File: src/hw/rtl/otse_pkg.sv
`timescale 1ns / 1ps
`default_nettype none

package otse_pkg;

  localparam int TICKER_COUNT      = 4;
  localparam int ORDERS_PER_TICKER = 8;
  localparam int SLOT_COUNT        = TICKER_COUNT * ORDERS_PER_TICKER;
  localparam int SLOT_W            = $clog2(SLOT_COUNT);
  localparam int QUEUE_DEPTH       = 2;
  localparam int QPTR_W            = $clog2(QUEUE_DEPTH);
  localparam int QCNT_W            = $clog2(QUEUE_DEPTH + 1);

  typedef enum logic [1:0] {
    U_ADD    = 2'd0,
    U_MODIFY = 2'd1,
    U_CANCEL = 2'd2,
    U_OTHER  = 2'd3
  } upd_t;

  typedef enum logic [2:0] {
    K_STATUS = 3'd0,
    K_START  = 3'd1,
    K_CLEAR  = 3'd2,
    K_ADD    = 3'd3,
    K_END    = 3'd4
  } kind_t;

  typedef enum logic [2:0] {
    S_OK      = 3'd0,
    S_PRESENT = 3'd1,
    S_MISSING = 3'd2,
    S_SIDE    = 3'd3,
    S_GAP     = 3'd4
  } status_t;

  typedef enum logic [2:0] {
    ST_IDLE,
    ST_UPD,
    ST_START,
    ST_CLEAR,
    ST_SCAN,
    ST_ADD,
    ST_END
  } state_t;

  // Classified command handed from the front to the executor
  typedef struct packed {
    logic               snap;
    upd_t               typ;
    logic               inrange;
    logic [SLOT_W-1:0]  slot;
    logic               side;
    logic signed [31:0] price;
    logic [31:0]        qty;
    logic [31:0]        priority_req;
    logic [31:0]        seq_num;
  } cmd_t;

  typedef struct packed {
    logic               side;
    logic signed [31:0] price;
    logic [31:0]        qty;
    logic [31:0]        priority_val;
  } entry_t;

  typedef struct packed {
    kind_t              kind;
    status_t            status;
    logic [5:0]         record_seq;
    logic [1:0]         ticker;
    logic [2:0]         order_index;
    logic               side;
    logic signed [31:0] price;
    logic [31:0]        qty;
    logic [31:0]        priority_val;
    logic [31:0]        inc_seq;
    logic               last;
  } rec_t;

  function automatic logic [SLOT_W-1:0] slot_of(input logic [1:0] t, input logic [2:0] o);
    return SLOT_W'((32'(t) * ORDERS_PER_TICKER) + 32'(o));
  endfunction

endpackage

`default_nettype wire

File: src/hw/rtl/order_table_snapshot_engine.sv
`timescale 1ns / 1ps
`default_nettype none

// Order table with snapshot readout. Items enter through a two-deep command
// queue, so a new item is taken while the executor works and while a result
// waits on the output register. Each incremental update first reads the
// addressed slot from the table memory (registered read), then checks it,
// writes it back and presents the status. A snapshot pops the command, emits
// the start record and a clear record per ticker, scans each slot and reads
// each live order from the table (registered read) for its add record, then
// emits the end record. The live flags are cleared by reset, so no clearing
// pass is needed. Results stall only when the output is not popped.
module order_table_snapshot_engine (
  input  wire logic               clk,
  input  wire logic               rst,
  input  wire logic               push,
  output      logic               full,
  input  wire logic               op,
  input  wire logic [1:0]         upd_type,
  input  wire logic [1:0]         ticker,
  input  wire logic [2:0]         order_index,
  input  wire logic               side,
  input  wire logic signed [31:0] price,
  input  wire logic [31:0]        qty,
  input  wire logic [31:0]        priority_req,
  input  wire logic [31:0]        seq_num,
  output      logic               empty,
  input  wire logic               pop,
  output      logic [2:0]         kind,
  output      logic [2:0]         status,
  output      logic [5:0]         record_seq,
  output      logic [1:0]         out_ticker,
  output      logic [2:0]         out_order_index,
  output      logic               out_side,
  output      logic signed [31:0] out_price,
  output      logic [31:0]        out_qty,
  output      logic [31:0]        out_priority,
  output      logic [31:0]        inc_seq,
  output      logic               last
);

  logic           q_wr;
  logic           q_rd;
  logic           q_not_empty;
  otse_pkg::cmd_t q_in;
  otse_pkg::cmd_t q_out;
  logic           out_valid;
  otse_pkg::rec_t out_rec;

  otse_front u_front (
    .push         (push),
    .q_full       (full),
    .op           (op),
    .upd_type     (upd_type),
    .ticker       (ticker),
    .order_index  (order_index),
    .side         (side),
    .price        (price),
    .qty          (qty),
    .priority_req (priority_req),
    .seq_num      (seq_num),
    .q_wr         (q_wr),
    .cmd          (q_in)
  );

  otse_queue u_queue (
    .clk       (clk),
    .rst       (rst),
    .wr_en     (q_wr),
    .wr_data   (q_in),
    .full      (full),
    .rd_en     (q_rd),
    .rd_data   (q_out),
    .not_empty (q_not_empty)
  );

  otse_back u_back (
    .clk       (clk),
    .rst       (rst),
    .cmd_valid (q_not_empty),
    .cmd_head  (q_out),
    .cmd_pop   (q_rd),
    .out_pop   (pop && out_valid),
    .out_valid (out_valid),
    .out_rec   (out_rec)
  );

  assign empty           = !out_valid;
  assign kind            = out_rec.kind;
  assign status          = out_rec.status;
  assign record_seq      = out_rec.record_seq;
  assign out_ticker      = out_rec.ticker;
  assign out_order_index = out_rec.order_index;
  assign out_side        = out_rec.side;
  assign out_price       = out_rec.price;
  assign out_qty         = out_rec.qty;
  assign out_priority    = out_rec.priority_val;
  assign inc_seq         = out_rec.inc_seq;
  assign last            = out_rec.last;

  a_status_only_upd: assert property (@(posedge clk) disable iff (rst)
    !empty && kind != otse_pkg::K_STATUS |-> status == otse_pkg::S_OK)
    else $error("non-zero status on a snapshot record");

  a_last_kind: assert property (@(posedge clk) disable iff (rst)
    !empty && last |-> kind == otse_pkg::K_STATUS || kind == otse_pkg::K_END)
    else $error("last marked on a record that does not close a transaction");

  a_start_seq: assert property (@(posedge clk) disable iff (rst)
    !empty && kind == otse_pkg::K_START |-> record_seq == 6'd0 && !last)
    else $error("snapshot start record misnumbered");

  a_end_last: assert property (@(posedge clk) disable iff (rst)
    !empty && kind == otse_pkg::K_END |-> last && record_seq != 6'd0)
    else $error("snapshot end record not marked last");

endmodule

`default_nettype wire

File: src/hw/rtl/otse_front.sv
`timescale 1ns / 1ps
`default_nettype none

module otse_front (
  input  wire logic               push,
  input  wire logic               q_full,
  input  wire logic               op,
  input  wire logic [1:0]         upd_type,
  input  wire logic [1:0]         ticker,
  input  wire logic [2:0]         order_index,
  input  wire logic               side,
  input  wire logic signed [31:0] price,
  input  wire logic [31:0]        qty,
  input  wire logic [31:0]        priority_req,
  input  wire logic [31:0]        seq_num,
  output      logic               q_wr,
  output      otse_pkg::cmd_t     cmd
);

  logic inrange;

  assign inrange = (32'(ticker) < otse_pkg::TICKER_COUNT) &&
                   (32'(order_index) < otse_pkg::ORDERS_PER_TICKER);

  assign q_wr = push && !q_full;

  always_comb begin
    cmd.snap         = op;
    cmd.typ          = otse_pkg::upd_t'(upd_type);
    cmd.inrange      = inrange;
    cmd.slot         = inrange ? otse_pkg::slot_of(ticker, order_index) : '0;
    cmd.side         = side;
    cmd.price        = price;
    cmd.qty          = qty;
    cmd.priority_req = priority_req;
    cmd.seq_num      = seq_num;
  end

endmodule

`default_nettype wire

File: src/hw/rtl/otse_queue.sv
`timescale 1ns / 1ps
`default_nettype none

module otse_queue (
  input  wire logic           clk,
  input  wire logic           rst,
  input  wire logic           wr_en,
  input  wire otse_pkg::cmd_t wr_data,
  output      logic           full,
  input  wire logic           rd_en,
  output      otse_pkg::cmd_t rd_data,
  output      logic           not_empty
);

  otse_pkg::cmd_t                    slots [otse_pkg::QUEUE_DEPTH];
  logic [otse_pkg::QPTR_W-1:0]       wr_ptr;
  logic [otse_pkg::QPTR_W-1:0]       rd_ptr;
  logic [otse_pkg::QCNT_W-1:0]       count;

  assign full      = (count == otse_pkg::QCNT_W'(otse_pkg::QUEUE_DEPTH));
  assign not_empty = (count != '0);
  assign rd_data   = slots[rd_ptr];

  always_ff @(posedge clk) begin
    if (wr_en) begin
      slots[wr_ptr] <= wr_data;
    end
  end

  always_ff @(posedge clk) begin
    if (rst) begin
      wr_ptr <= '0;
      rd_ptr <= '0;
      count  <= '0;
    end else begin
      if (wr_en) begin
        wr_ptr <= (wr_ptr == otse_pkg::QPTR_W'(otse_pkg::QUEUE_DEPTH - 1)) ? '0 : wr_ptr + 1'b1;
      end
      if (rd_en) begin
        rd_ptr <= (rd_ptr == otse_pkg::QPTR_W'(otse_pkg::QUEUE_DEPTH - 1)) ? '0 : rd_ptr + 1'b1;
      end
      if (wr_en && !rd_en) begin
        count <= count + 1'b1;
      end else if (rd_en && !wr_en) begin
        count <= count - 1'b1;
      end
    end
  end

endmodule

`default_nettype wire

File: src/hw/rtl/otse_back.sv
`timescale 1ns / 1ps
`default_nettype none

module otse_back (
  input  wire logic           clk,
  input  wire logic           rst,
  input  wire logic           cmd_valid,
  input  wire otse_pkg::cmd_t cmd_head,
  output      logic           cmd_pop,
  input  wire logic           out_pop,
  output      logic           out_valid,
  output      otse_pkg::rec_t out_rec
);

  localparam int SW = otse_pkg::SLOT_W;

  otse_pkg::state_t  state, state_next;
  otse_pkg::cmd_t    cmd;
  logic [1:0]        t, t_next;
  logic [2:0]        o, o_next;
  logic [5:0]        rs, rs_next;
  logic [31:0]       last_seq;
  logic [otse_pkg::SLOT_COUNT-1:0] valid;

  otse_pkg::entry_t  mem [otse_pkg::SLOT_COUNT];
  otse_pkg::entry_t  mem_q;
  logic              mem_re, mem_we;
  logic [SW-1:0]     mem_ra;
  otse_pkg::entry_t  mem_wd;

  logic              out_free;
  logic              emit;
  otse_pkg::rec_t    emit_rec;
  logic              valid_set, valid_clr, seq_take;
  logic [SW-1:0]     scan_slot;
  logic              o_last, t_last;

  otse_pkg::status_t upd_status;
  logic              upd_add, upd_mod, upd_cancel;

  assign out_free  = !out_valid || out_pop;
  assign scan_slot = otse_pkg::slot_of(t, o);
  assign o_last    = (o == 3'(otse_pkg::ORDERS_PER_TICKER - 1));
  assign t_last    = (t == 2'(otse_pkg::TICKER_COUNT - 1));

  // Entry checks first, then the sequence check
  always_comb begin
    upd_status = otse_pkg::S_OK;
    upd_add    = 1'b0;
    upd_mod    = 1'b0;
    upd_cancel = 1'b0;
    if (cmd.typ != otse_pkg::U_OTHER) begin
      if (!cmd.inrange) begin
        upd_status = otse_pkg::S_MISSING;
      end else if (cmd.typ == otse_pkg::U_ADD) begin
        if (valid[cmd.slot]) begin
          upd_status = otse_pkg::S_PRESENT;
        end else begin
          upd_add = 1'b1;
        end
      end else if (!valid[cmd.slot]) begin
        upd_status = otse_pkg::S_MISSING;
      end else if (mem_q.side != cmd.side) begin
        upd_status = otse_pkg::S_SIDE;
      end else if (cmd.typ == otse_pkg::U_MODIFY) begin
        upd_mod = 1'b1;
      end else begin
        upd_cancel = 1'b1;
      end
    end
    if (upd_status == otse_pkg::S_OK && cmd.seq_num != last_seq + 32'd1) begin
      upd_status = otse_pkg::S_GAP;
    end
  end

  always_comb begin
    state_next = state;
    unique case (state)
      otse_pkg::ST_IDLE: begin
        if (cmd_valid) begin
          state_next = cmd_head.snap ? otse_pkg::ST_START : otse_pkg::ST_UPD;
        end
      end
      otse_pkg::ST_UPD: begin
        if (out_free) state_next = otse_pkg::ST_IDLE;
      end
      otse_pkg::ST_START: begin
        if (out_free) state_next = otse_pkg::ST_CLEAR;
      end
      otse_pkg::ST_CLEAR: begin
        if (out_free) state_next = otse_pkg::ST_SCAN;
      end
      otse_pkg::ST_SCAN: begin
        if (valid[scan_slot]) begin
          state_next = otse_pkg::ST_ADD;
        end else if (o_last) begin
          state_next = t_last ? otse_pkg::ST_END : otse_pkg::ST_CLEAR;
        end
      end
      otse_pkg::ST_ADD: begin
        if (out_free) begin
          if (!o_last) begin
            state_next = otse_pkg::ST_SCAN;
          end else begin
            state_next = t_last ? otse_pkg::ST_END : otse_pkg::ST_CLEAR;
          end
        end
      end
      otse_pkg::ST_END: begin
        if (out_free) state_next = otse_pkg::ST_IDLE;
      end
      default: state_next = otse_pkg::ST_IDLE;
    endcase
  end

  always_comb begin
    cmd_pop   = 1'b0;
    emit      = 1'b0;
    emit_rec  = '0;
    mem_re    = 1'b0;
    mem_ra    = cmd_head.slot;
    mem_we    = 1'b0;
    mem_wd    = mem_q;
    valid_set = 1'b0;
    valid_clr = 1'b0;
    seq_take  = 1'b0;
    t_next    = t;
    o_next    = o;
    rs_next   = rs;
    unique case (state)
      otse_pkg::ST_IDLE: begin
        if (cmd_valid) begin
          cmd_pop = 1'b1;
          mem_re  = !cmd_head.snap;
        end
      end
      otse_pkg::ST_UPD: begin
        if (out_free) begin
          emit            = 1'b1;
          emit_rec.kind   = otse_pkg::K_STATUS;
          emit_rec.status = upd_status;
          emit_rec.last   = 1'b1;
          seq_take        = 1'b1;
          mem_we          = upd_add || upd_mod;
          mem_wd.side     = upd_add ? cmd.side : mem_q.side;
          mem_wd.price    = cmd.price;
          mem_wd.qty      = cmd.qty;
          mem_wd.priority_val = upd_add ? cmd.priority_req : mem_q.priority_val;
          valid_set       = upd_add;
          valid_clr       = upd_cancel;
        end
      end
      otse_pkg::ST_START: begin
        if (out_free) begin
          emit                = 1'b1;
          emit_rec.kind       = otse_pkg::K_START;
          emit_rec.record_seq = '0;
          emit_rec.inc_seq    = last_seq;
          rs_next             = 6'd1;
          t_next              = '0;
        end
      end
      otse_pkg::ST_CLEAR: begin
        if (out_free) begin
          emit                = 1'b1;
          emit_rec.kind       = otse_pkg::K_CLEAR;
          emit_rec.record_seq = rs;
          emit_rec.ticker     = t;
          rs_next             = rs + 6'd1;
          o_next              = '0;
        end
      end
      otse_pkg::ST_SCAN: begin
        mem_ra = scan_slot;
        if (valid[scan_slot]) begin
          mem_re = 1'b1;
        end else if (!o_last) begin
          o_next = o + 3'd1;
        end else if (!t_last) begin
          t_next = t + 2'd1;
        end
      end
      otse_pkg::ST_ADD: begin
        mem_ra = scan_slot;
        if (out_free) begin
          emit                  = 1'b1;
          emit_rec.kind         = otse_pkg::K_ADD;
          emit_rec.record_seq   = rs;
          emit_rec.ticker       = t;
          emit_rec.order_index  = o;
          emit_rec.side         = mem_q.side;
          emit_rec.price        = mem_q.price;
          emit_rec.qty          = mem_q.qty;
          emit_rec.priority_val = mem_q.priority_val;
          rs_next               = rs + 6'd1;
          if (!o_last) begin
            o_next = o + 3'd1;
          end else if (!t_last) begin
            t_next = t + 2'd1;
          end
        end
      end
      otse_pkg::ST_END: begin
        if (out_free) begin
          emit                = 1'b1;
          emit_rec.kind       = otse_pkg::K_END;
          emit_rec.record_seq = rs;
          emit_rec.inc_seq    = last_seq;
          emit_rec.last       = 1'b1;
        end
      end
      default: begin
        cmd_pop = 1'b0;
      end
    endcase
  end

  // Table payload: one write port, one registered read port
  always_ff @(posedge clk) begin
    if (mem_we) begin
      mem[cmd.slot] <= mem_wd;
    end
    if (mem_re) begin
      mem_q <= mem[mem_ra];
    end
  end

  always_ff @(posedge clk) begin
    if (cmd_pop) begin
      cmd <= cmd_head;
    end
    if (emit) begin
      out_rec <= emit_rec;
    end
    t  <= t_next;
    o  <= o_next;
    rs <= rs_next;
  end

  always_ff @(posedge clk) begin
    if (rst) begin
      state     <= otse_pkg::ST_IDLE;
      valid     <= '0;
      last_seq  <= '0;
      out_valid <= 1'b0;
    end else begin
      state <= state_next;
      if (valid_set) begin
        valid[cmd.slot] <= 1'b1;
      end else if (valid_clr) begin
        valid[cmd.slot] <= 1'b0;
      end
      if (seq_take) begin
        last_seq <= cmd.seq_num;
      end
      if (emit) begin
        out_valid <= 1'b1;
      end else if (out_pop) begin
        out_valid <= 1'b0;
      end
    end
  end

endmodule

`default_nettype wire

File: config.mk
export PLATFORM = sky130hd
export DESIGN_NAME = order_table_snapshot_engine
export DESIGN_NICKNAME = d
export VERILOG_FILES = /design/src/hw/rtl/otse_pkg.sv /design/src/hw/rtl/order_table_snapshot_engine.sv /design/src/hw/rtl/otse_front.sv /design/src/hw/rtl/otse_queue.sv /design/src/hw/rtl/otse_back.sv
export SDC_FILE = /design/constraint.sdc
export NUM_CORES = 2
export LEC_CHECK = 0
export BUFFER_PORTS_ARGS = -buffer_cell sky130_fd_sc_hd__buf_2
export CAP_MARGIN = 5
export CORE_ASPECT_RATIO = 0.8
export CORE_MARGIN = 5
export CORE_UTILIZATION = 45
export CTS_BUF_LIST = sky130_fd_sc_hd__clkbuf_8
export DETAILED_ROUTE_END_ITERATION = 8
export HOLD_SLACK_MARGIN = 0.08
export PLACE_DENSITY = 0.66
export SYNTH_ARGS = -nofsm -noshare
export SYNTH_HDL_FRONTEND = slang
export SYNTH_HIERARCHICAL = 1
export SYNTH_SLANG_ARGS = --single-unit
export TNS_END_PERCENT = 100
File: constraint.sdc
create_clock -name clk -period 52.1 [get_ports clk]
set_clock_uncertainty 0.15 [all_clocks]
set_input_delay 2.605 -clock clk [delete_from_list [all_inputs] [get_ports clk]]
set_output_delay 2.605 -clock clk [all_outputs]
set_load 0.05 [all_outputs]
==> out/summary.md <==
## Final layout
- layout cell share with drive strength beyond 1: 0.256
- highest-count cells in the layout ignoring fill and taps: edfxtp_1 (3,772), nand2_1 (1,196), mux4_2 (794)
- most common library cell in the layout ignoring fill and taps: edfxtp_1
- final layout net count: 8,400
- number of fill cells in the layout: 26,309
- area delta synth->final: 11.4%

## Placement
- quantity of I/O buffers inserted on ports: 289
- HPWL after detailed placement: 199,000 µm
- RePlAce Congestion: 0.800

## Yosys
- Unique masters post-synth: 67
- number of synthesized flops with an enable pin: 3,772
- area share of the largest cell type after synthesis: 0.762
- FF+latch count, synth: 3,845
- cells taking the most area after synthesis: edfxtp_1 (76%), mux4_2 (12%), nand2_1 (3.0%), nand3_1 (1.8%), mux2_2 (1.3%)
- total standard cell area after synthesis: 149,000 µm²
- sequential-to-total area share from yosys stat: 0.772
- leading register cell type out of synthesis: edfxtp_1
- cell taking the most area after synthesis: edfxtp_1
- share of synthesized flip-flops with an asynchronous set or reset: 0
- number of cells produced by synthesis: 7,759
- net count after synthesis: 7,904
- Synthesis Warnings: 6
- Avg Cell Area, Syn: 19.1 µm²

## Critical path
- kind of critical path: in2reg
- Crit. End Element: register
- most prevalent standard cell on the critical path: buf_4
- list of cells traversed by the critical path: buf_2 -> and2_1 -> nand2b_1 -> nand2_1 -> nor3_2 -> buf_12 -> nand2_1 -> nor2_1 -> nand2_4 -> nor2_4 -> buf_4 -> buf_4 -> buf_4
- slowest cell delay on critical path: 0.79 ns
- library cell contributing the largest single delay on the critical path: buf_4
- Critical Path Source Type: input port
- Register-to-Register Setup Slack: 45.15 ns
- highest fanout seen on the critical path: 99
- Worst Path Arrival: 7.91 ns
- startpoint of the most critical register-to-register path: u_back/state[1]
- WP data required: 52.74 ns
- capture instance of the worst register-to-register path: u_back/mem_q[57]
- count of cells along the worst register-to-register path: 13

## STA
- final worst path period share: 0.140
- worst relative slew slack: 0.139
- actual transition at the worst max-transition pin: 1.29 ns
- Slew Viols, Final: 0
- RSZ-0062 raised after global routing: false
- post-route setup TNS: 0 ns
- final hold violations: 0
- endpoints failing setup: 0
- Min Clock Period, post-route: 7.27 ns
- highest attainable clock frequency: 0.138 GHz
- Post-Route Hold Slack: 0.339 ns

## Min path
- hold crit path type: reg2reg
- Hold Path Stages: 2

## Global route
- overall global routing resource usage: 0.222
- antenna violations before repair: 20
- vias in the first global route: 78,236
- wire length of the first global-routing pass: 554,000 µm
- maximum number of pins on one net before global-route repair: 151
- global-route congestion overflow total: 0

## Floorplan
- area of the core: 328,000 µm²
- width of the chip: 652 µm
- row count: 188
- DIE HEIGHT: 524 µm
- die area: 342,000 µm²
- initial cell density of the core: 0.452
- number of top-level design ports: 290

## Clock tree
- Max Root-Sink Buffers: 4
- post-cts hold buffer count: 0
- number of clock sinks: 3,845
- buffers inserted by post-CTS timing repair: 0
- CTS tree: built
- H-tree depth: 6
- Inserted Clock Buffers: 596
- CTS resizes: 0
- post-CTS clock slew at the launch and capture registers of the worst setup and hold paths: 0.06 ns
- cell chosen for the clock root: clkbuf_8
- latest clock arrival within the worst-skew pair: 1.22 ns

## Pwr
- Design Power: 8.40 mW
- Worst VDD drop: 34.7 µV
- static leakage power: 54.0 nW
- power density of the placed cells: 50.8 nW/µm²

## Drt
- detail-routed via count per cell: 5.90
- antenna viol nets, final: 0
- vias post-DR: 77,304
- DRC Markers: 0
- Initial DRC Count: 9,478
- Wirelength per Cell: 29.3 µm
- Initial DRT Pass Iterations: 9
- wire length after detailed routing: 384,000 µm

## Job
- max-cap violation count: 0

## Outcome
- result of the run: finished clean

## synth_stat cells (all sizes together), types with 5 or more instances
library cell and count:
edfxtp 3772, mux4 794, nand3 532, buf 336
o21ai 141, dfxtp 73, mux2i 8, nor2 76
inv 10, and4 5, nor4 13, a21oi 79
a31oi 5, nand2 1201, nand4 17, xor2 17
nor3 10, nor2b 11, mux2 176, nand2b 8
and3 9, xnor2 31, and2 144, a22oi 5
clkbuf 229
## layout make-up
type                       count  area [µm²]  share of cell area
antenna                       18        45.0            0.000272
tap                         4370        5470              0.0331
inverter                      11        41.3            0.000250
sequential                  3845      115000               0.694
timing repair buffer         463        2910              0.0176
clock buffer                 616        8480              0.0513
clock inverter               441        2500              0.0151
multi-input combinational   3338       31200               0.189
## metrics by stage
step / setup slack, ns / area, µm² / std cells / util
finish: 44.83 / 165000 / 13102 / 0.504
detailed placement: 43.66 / 154000 / 12026 / 0.470
floorplan: 33.78 / 149000 / 7759 / -
CTS: 44.92 / 165000 / 13083 / 0.504
global route: 44.54 / 165000 / 13089 / 0.504
global placement: 43.71 / 154000 / 12026 / 0.470
## worst max-delay path by stage
stage | startpoint | slack (ns) | to | depth (start not counted)
final | pop | 44.83 | u_back/mem[5][66] | 13
after global routing | u_back/state[1] | 44.54 | u_back/mem_q[57] | 13
after CTS | pop | 44.92 | u_back/mem[23][42] | 13
after detailed placement | pop | 43.66 | u_back/mem[23][59] | 13
after global placement | pop | 43.71 | u_back/mem[23][57] | 13
after floorplan | u_back/state[2] | 33.78 | u_back/mem_q[0] | 4
## logic make-up (layout without fill, tap and decap cells)
kind of cell | after synthesis | count (layout) | synth area share
other | 1 | 19 | 0.0000252
xor gates and xnor gates | 48 | 48 | 0.00283
DFF | 3845 | 3845 | 0.772
adders and majority gates | 5 | 5 | 0.000404
AOI/OAI and AO/OA | 255 | 255 | 0.00927
and+or+nand+nor | 2051 | 2051 | 0.0610
buffers and inverters | 576 | 1531 | 0.0199
muxes | 978 | 978 | 0.134
## state kept, by name (all words and copies together) (netlist names), named ones only
signal and count:
u_back/cmd 137, u_back/last_seq 32, u_back/mem 3104, u_back/mem_q 97, u_back/o 3, u_back/out_rec 147, u_back/out_valid 1, u_back/rs 6
u_back/state 3, u_back/t 2, u_queue/count 2, u_queue/rd_ptr 1, u_queue/slots 276, u_queue/wr_ptr 1
## where the power goes
part | leakage [nW] | total [mW] | switching (mW) | internal, mW
clock | 6.25 | 2.36 | 1.18 | 1.18
sequential | 34.8 | 4.13 | 0.113 | 4.02
combinational | 13.0 | 1.90 | 1.35 | 0.557
## critical path, delay by kind of cell
| family | cells | cell delay (ns) |
|---|---|---|
| buf+inv | 5 | 2.81 |
| simple gates | 8 | 2.26 |
## metal layers
metal / wire (µm) / vias up / GRT usage
li1: - / 31645 / -
met1: 155000 / 40852 / 0.315
met2: 186000 / 4210 / 0.359
met3: 34900 / 591 / 0.0401
met4: 8650 / 6 / 0.0547
met5: 34 / - / 0
Note: power is estimated with default switching activity, not from simulation.
